--- src/sds_pkg.sv ---
`timescale 1ns / 1ps
`default_nettype none
// ----------------------------------------------------------------------------
// Softmax direction sampler package
// Shared widths, types and the exp(-d) weight table in unsigned Q1.16.
// ----------------------------------------------------------------------------
package sds_pkg;

   localparam int NUM_DIR       = 4;
   localparam int BYTES_PER_DIR = 8;
   localparam int FRAC_BITS     = 16;
   localparam int EXP_LEN       = 12;

   localparam int DIR_W    = $clog2(NUM_DIR);
   localparam int WORD_W   = 8 * BYTES_PER_DIR;
   localparam int PROD_W   = 17;
   localparam int SCORE_W  = PROD_W + $clog2(BYTES_PER_DIR);
   localparam int DIFF_W   = SCORE_W + 1;
   localparam int WEIGHT_W = FRAC_BITS + 1;
   localparam int CUM_W    = WEIGHT_W + DIR_W;
   localparam int MUL_W    = FRAC_BITS + CUM_W;

   localparam logic [WEIGHT_W-1:0] WEIGHT_ONE = WEIGHT_W'(1) << FRAC_BITS;

   typedef logic signed [PROD_W-1:0]   prod_type;
   typedef logic signed [SCORE_W-1:0]  score_type;
   typedef logic        [WEIGHT_W-1:0] weight_type;
   typedef logic        [CUM_W-1:0]    cum_type;
   typedef logic        [MUL_W-1:0]    mul_type;
   typedef logic        [FRAC_BITS-1:0] frac_type;
   typedef logic        [NUM_DIR-1:0]  mask_type;
   typedef logic        [DIR_W-1:0]    dir_type;

   // round(65536 * exp(-d)); zero past the end of the table
   function automatic weight_type exp_weight(input logic [3:0] d);
      weight_type w;
      case (d)
         4'd0:    w = 17'd65536;
         4'd1:    w = 17'd24109;
         4'd2:    w = 17'd8869;
         4'd3:    w = 17'd3263;
         4'd4:    w = 17'd1200;
         4'd5:    w = 17'd442;
         4'd6:    w = 17'd162;
         4'd7:    w = 17'd60;
         4'd8:    w = 17'd22;
         4'd9:    w = 17'd8;
         4'd10:   w = 17'd3;
         4'd11:   w = 17'd1;
         default: w = '0;
      endcase
      return w;
   endfunction

endpackage
`default_nettype wire

--- src/sds_score.sv ---
`timescale 1ns / 1ps
`default_nettype none
// ----------------------------------------------------------------------------
// Direction score
// Two-stage dot product of unsigned scent bytes with signed weight bytes.
// ----------------------------------------------------------------------------
module sds_score
   import sds_pkg::*;
(
   input  wire logic             clock,
   input  wire logic [WORD_W-1:0] scents,
   input  wire logic [WORD_W-1:0] weights,
   output score_type             score
);

   prod_type  prod_ff [BYTES_PER_DIR];
   prod_type  prod_in [BYTES_PER_DIR];
   score_type score_ff;
   score_type score_in;

   always_comb begin
      for (int i = 0; i < BYTES_PER_DIR; i++) begin
         prod_in[i] = $signed({1'b0, scents[8*i +: 8]}) * $signed(weights[8*i +: 8]);
      end
   end

   always_comb begin
      score_in = '0;
      for (int i = 0; i < BYTES_PER_DIR; i++) begin
         score_in = score_in + SCORE_W'(prod_ff[i]);
      end
   end

   always_ff @(posedge clock) begin
      prod_ff  <= prod_in;
      score_ff <= score_in;
   end

   assign score = score_ff;

endmodule
`default_nettype wire

--- config.mk ---
export PLATFORM = sky130hd
export DESIGN_NAME = sds_score
export DESIGN_NICKNAME = d
export VERILOG_FILES = /design/src/sds_pkg.sv /design/src/sds_score.sv
export SDC_FILE = /design/constraint.sdc
export NUM_CORES = 1
export LEC_CHECK = 0
export ABC_AREA = 1
export BUFFER_PORTS_ARGS = -buffer_cell sky130_fd_sc_hd__buf_2
export CAP_MARGIN = 20
export CELL_PAD_IN_SITES_DETAIL_PLACEMENT = 0
export CELL_PAD_IN_SITES_GLOBAL_PLACEMENT = 2
export CORE_ASPECT_RATIO = 1.5
export CORE_MARGIN = 4
export CORE_UTILIZATION = 40
export CTS_BUF_LIST = sky130_fd_sc_hd__clkbuf_2
export DETAILED_ROUTE_END_ITERATION = 16
export GPL_ROUTABILITY_DRIVEN = 0
export PLACE_DENSITY = 0.95
export REMOVE_ABC_BUFFERS = 1
export SLEW_MARGIN = 20
export SYNTH_ARGS = -nofsm -noshare
export SYNTH_HDL_FRONTEND = slang
export SYNTH_SLANG_ARGS = --single-unit
--- constraint.sdc ---
create_clock -name clock -period 9.8 [get_ports clock]
set_clock_uncertainty 0.1 [all_clocks]
set_input_delay 2.94 -clock clock [delete_from_list [all_inputs] [get_ports clock]]
set_output_delay 2.94 -clock clock [all_outputs]
set_load 0.005 [all_outputs]
## Word-level counts from Yosys, hierarchy flattened

Index checks and enable logic that the tools add are counted.

| word-level totals | value |
|---|---|
| output and inout bits | 20 |
| register bits after elaboration | 156 |
| word-level logic and storage cells | 24 |
| input port bits | 129 |

| cells by class | value |
|---|---|
| $mul | 8 |
| add/subtract/negate cells | 7 |

Operators with widths:

| kind | number |
|---|---|
| 9-bit by 8-bit multiplier with 17-bit output | 8 |
| 20-bit by 17-bit adder with 20-bit output | 4 |
| 19-bit by 17-bit adder with 20-bit output | 1 |
| 18-bit by 17-bit adder with 19-bit output | 1 |
| 17-bit by 17-bit adder with 18-bit output | 1 |

## Longest topological paths before layout

| logic depth | value |
|---|---|
| depth in word-level cells | 7 |
| gate-level depth with buffers | 20 |
| gate-level depth less buffers | 19 |

## Worst setup path after synthesis

No wires, ideal clock.

| timing | value |
|---|---|
| kind | input -> register |
| start point | input weights[31] |
| end point | register prod_ff[84] (netlist name) |
| data arrival time | 6.301 ns |
| path buffers | 0 |
| required time | 9.586 ns |
| cell stages on the path | 16 |
| setup time | 0.114 ns |
| setup slack | 3.285 ns |
| cell sequence | clkinv_1 > or2_2 > fa_1 > inv_1 > fa_1 > fa_1 > inv_1 > fa_1 > inv_1 > ha_1 > a21oi_1 > nor2_1 > o21ai_1 > nand3_1 > nand2_1 > nand2_1 |

RTL lines:

| what | line | text |
|---|---|---|
| start, declared | sds_score.sv:12 | `input wire logic [WORD_W-1:0] weights,` |
| end signal, assigned | sds_score.sv:35 | `prod_ff <= prod_in;` |
| end, declared | sds_score.sv:16 | `prod_type prod_ff [BYTES_PER_DIR];` |

==> impl_summary.log <==
[metrics] remaining routing DRC violations: 0
[metrics] die width: 214.1 µm
[metrics] Least-Margin Pin Slew: approximately 0.51 ns
[metrics] average cell area after synthesis: between 7 and 8 µm²
[metrics] Final setup violation count: 0
[metrics] largest family of logic cells by synthesized area: adder cells
[metrics] CP Capture Type: flop
[metrics] number of top-level pins: roughly 150
[metrics] root cell of the clock tree: sky130_fd_sc_hd__clkbuf_2
[metrics] Synth-to-Final Area Change: 6.120%
[metrics] Final Slew Violations: 0
[metrics] delay of the slowest critical-path stage: 0.49 ns
[metrics] post-DR wirelength/cell: 14.42 µm
[metrics] initial cell density of the core: 0.4031
[metrics] number of synthesized flops with an enable pin: 0
[metrics] category of the critical setup timing path: input port to flop
[metrics] post-synthesis share of cell area spent on full adders, half adders and majority gates: 0.4939
[metrics] Total Routing Usage GR: 0.1817
[metrics] ANT nets after route: 0
[metrics] final period utilization: 0.6233
[metrics] arrival time worst endpoint: ~6.7 ns
[metrics] first-pass GRT wire length: 99.67 mm
[metrics] clk sink count: around 160
[metrics] asr flop ratio synth: 0
[metrics] biggest area consumer among synthesized cells: sky130_fd_sc_hd__fa_1
[metrics] source-to-sink clock delay at the later pin of the worst-skew pair: 0.77 ns
[metrics] fraction of synthesized area in multiplexers: 0
[metrics] list of cells traversed by the critical path: buf_2 > clkinv_1 > or2_2 > fa_1 > inv_1 > fa_1 > fa_1 > inv_1 > fa_1 > inv_1 > ha_1 > a21oi_1 > nor2_1 > o21ai_1 > nand3_1 > nand2_1 > nand2_1
[metrics] Netlist cell types: 34
[metrics] post-cts gate resize count: 0
[metrics] number of hold buffers added after cts: 0
[metrics] Final Hold Slack: 0.5811 ns
[metrics] startpoint of the worst setup timing path: weights[23]
[metrics] Peak Freq: roughly 160 MHz
[metrics] cell types occupying the most area after synthesis: sky130_fd_sc_hd__fa_1 (32%), sky130_fd_sc_hd__ha_1 (18%), sky130_fd_sc_hd__inv_1 (15%), sky130_fd_sc_hd__dfxtp_1 (12%), sky130_fd_sc_hd__nand2_1 (11%)
[metrics] Gate Count Post-Synth: 3,271
[metrics] Final min period: just over 6 ns
[metrics] share of the synthesized area in compound gates (AO/OA/AOI/OAI): 0.03158
[metrics] Core Area: 63,200 µm²
[metrics] total count of hold-check failures in the final report: 0
[metrics] antenna violations before repair: 2
[metrics] portion of the post-synthesis area used by sequential elements: 0.1226
[metrics] RSZ-0062 raised after global routing: false
[metrics] flip-flop and latch count after synthesis: between 150 and 200
[metrics] GRT overflow: 0
[metrics] worst-case reg-to-reg path depth: 15
[metrics] Clk pin slew, worst setup/hold paths: 0.25 ns
[metrics] worst flop-to-flop path startpoint: prod_ff[70]
[metrics] critical path's most frequent cell: sky130_fd_sc_hd__fa_1
[metrics] Die Area: 67,870 µm²
[metrics] IO buf count: 148
[metrics] count of warnings emitted by yosys: 0
[metrics] via count of the first global-routing pass: 20,410
[metrics] vertical die dimension: 317.1 µm
[metrics] total number of H-tree levels: 4
[metrics] maximum clock path buffer count: 2
[metrics] post-synthesis share of cell area spent on and, or, nand and nor gates: 0.1589
[metrics] number of CTS-inserted buffers: 17
[metrics] final setup TNS: 0 ns
[metrics] 1st-pass router iterations: 5
[metrics] Total Nets Final: 4,212
[metrics] critical path startpoint category: input port
[metrics] standard-cell row count: 113
[metrics] register-to-register path setup slack: about 5.6 ns
[metrics] total via count after detailed routing: 18,730
[metrics] summed instance area of the synthesized netlist: 25,470 µm²
[metrics] post-detailed-routing wire length: 59.65 mm
[metrics] outcome: finished, final reports clean
[metrics] data required time of the critical path: ~10 ns
[metrics] Synth Area in XOR/XNOR: 0.02579
[metrics] capture point of the worst reg-to-reg path: score[8]
[metrics] total half-perimeter wirelength after legalization and detailed placement: 53.12 mm
[metrics] TritonCTS clock tree: yes
[metrics] critical path peak fanout: 9
[metrics] fraction of layout cells with a size suffix above 1: 0.07325
[metrics] worst slew slack as a fraction of its limit: 0.6630
[metrics] leading register cell type out of synthesis: sky130_fd_sc_hd__dfxtp_1
[metrics] final-layout fill cell count: 6,590
[metrics] maximum number of pins on one net before global-route repair: 17
[metrics] HP Class: flop to flop
[metrics] violation count after the first detailed-route iteration: 693
[metrics] Post-CTS Repair Setup Buffers: 0
[metrics] slowest cell on the critical path: sky130_fd_sc_hd__fa_1
[metrics] number of violations of the max-capacitance limit: 0
[metrics] Avg Vias per Cell: 4.526
[metrics] fraction of post-synthesis cell area in the top cell type by area: 0.3151
[metrics] worst setup path end: prod_ff[101]
==> synth_stat cells, types with 7 or more instances <==
| master | count |
|---|---|
| sky130_fd_sc_hd__nand2_1 | 775 |
| sky130_fd_sc_hd__o21ai_2 | 11 |
| sky130_fd_sc_hd__inv_1 | 1010 |
| sky130_fd_sc_hd__a31oi_1 | 9 |
| sky130_fd_sc_hd__ha_1 | 364 |
| sky130_fd_sc_hd__nor3_1 | 15 |
| sky130_fd_sc_hd__a21o_1 | 10 |
| sky130_fd_sc_hd__clkbuf_1 | 120 |
| sky130_fd_sc_hd__o21ai_1 | 7 |
| sky130_fd_sc_hd__nand3_1 | 61 |
| sky130_fd_sc_hd__nor2_1 | 85 |
| sky130_fd_sc_hd__xnor2_1 | 19 |
| sky130_fd_sc_hd__nand4_1 | 13 |
| sky130_fd_sc_hd__dfxtp_1 | 156 |
| sky130_fd_sc_hd__o21ai_0 | 18 |
| sky130_fd_sc_hd__or2_2 | 37 |
| sky130_fd_sc_hd__fa_1 | 401 |
| sky130_fd_sc_hd__a21oi_1 | 74 |
| sky130_fd_sc_hd__xor2_1 | 56 |
==> layout make-up <==
type / instances / area, µm² / share of cell area
diodes: 1 / 2.502 / 0.00009257
clock buffers: 19 / 95.09 / 0.003518
clock inverters: 13 / 163.9 / 0.006063
inverters: 1015 / 3810 / 0.1409
multi-input cells: 1980 / 18090 / 0.6692
flip-flops and latches: 156 / 3123 / 0.1155
well taps: 805 / 1007 / 0.03726
repair buffers: 148 / 740.7 / 0.02740
==> logic make-up after synthesis <==
| family | count (synthesis) |
|---|---|
| simple gates | 1001 |
| xor+xnor | 75 |
| flops | 156 |
| fa+ha+maj | 765 |
| buf+inv | 1135 |
| compound gates | 139 |
==> metrics by stage <==
| stage | utilization | instance area, µm² | setup WS [ns] | instances |
|---|---|---|---|---|
| after floorplan | - | 25020 | 3.285 | 3151 |
| after global placement | 0.4236 | 26770 | 2.918 | 4104 |
| after detailed placement | 0.4236 | 26770 | 2.869 | 4104 |
| after CTS | 0.4277 | 27030 | 3.764 | 4136 |
| after global routing | 0.4277 | 27030 | 3.452 | 4137 |
| final | 0.4277 | 27030 | 3.692 | 4137 |
==> placed cells by master (no fill, tap or decap), types with 4 or more instances in the layout <==
cell and n:
sky130_fd_sc_hd__ha_1 364, sky130_fd_sc_hd__dfxtp_1 156, sky130_fd_sc_hd__inv_1 1010, sky130_fd_sc_hd__a21oi_1 74, sky130_fd_sc_hd__o21ai_0 18, sky130_fd_sc_hd__fa_1 401, sky130_fd_sc_hd__clkinvlp_4 4, sky130_fd_sc_hd__nor2_1 85
sky130_fd_sc_hd__buf_2 148, sky130_fd_sc_hd__nand4_1 13, sky130_fd_sc_hd__nand3_1 61, sky130_fd_sc_hd__clkbuf_2 19, sky130_fd_sc_hd__a31oi_1 9, sky130_fd_sc_hd__or2_2 37, sky130_fd_sc_hd__a21o_1 10, sky130_fd_sc_hd__o21ai_2 11
sky130_fd_sc_hd__xnor2_1 19, sky130_fd_sc_hd__xor2_1 56, sky130_fd_sc_hd__nand2_1 775, sky130_fd_sc_hd__nor3_1 15, sky130_fd_sc_hd__o21ai_1 7, sky130_fd_sc_hd__clkinv_1 4, sky130_fd_sc_hd__nand2_2 4
==> flip-flops by register name (all words and copies together), names as in the netlist <==
name / count
prod_ff: 136
score: 20
==> worst min-delay path by stage <==
stage                  from        to  slack (ns)  cells past startpoint
2_1_floorplan  prod_ff[119]  score[0]        0.44                      2
3_3_place_gp   prod_ff[119]  score[0]        0.47                      2
3_5_place_dp   prod_ff[119]  score[0]        0.48                      2
4_1_cts        prod_ff[119]  score[0]        0.57                      2
5_1_grt        prod_ff[119]  score[0]        0.58                      2
6_report       prod_ff[119]  score[0]        0.58                      2
==> layer usage <==
| layer | vias up | track usage | routed length, µm |
|---|---|---|---|
| met1 | 9019 | 0.1999 | 23350 |
| met2 | 207 | 0.3756 | 33980 |
| li1 | 9449 | - | - |
| met3 | 51 | 0.01615 | 1104 |
| met5 | - | 0 | 0 |
| met4 | 0 | 0.03863 | 1212 |
==> worst max-delay path, delay by kind of cell <==
family | cells | cell delay, ns
AND/OR/NAND/NOR | 5 | 0.67
AO/OA/AOI/OAI | 2 | 0.42
buffers and inverters | 5 | 0.47
adder cells (fa/ha/maj) | 5 | 2.21
Power is not shown: default switching activity piles up to over one toggle a cycle in this logic, so the estimate is an artifact.
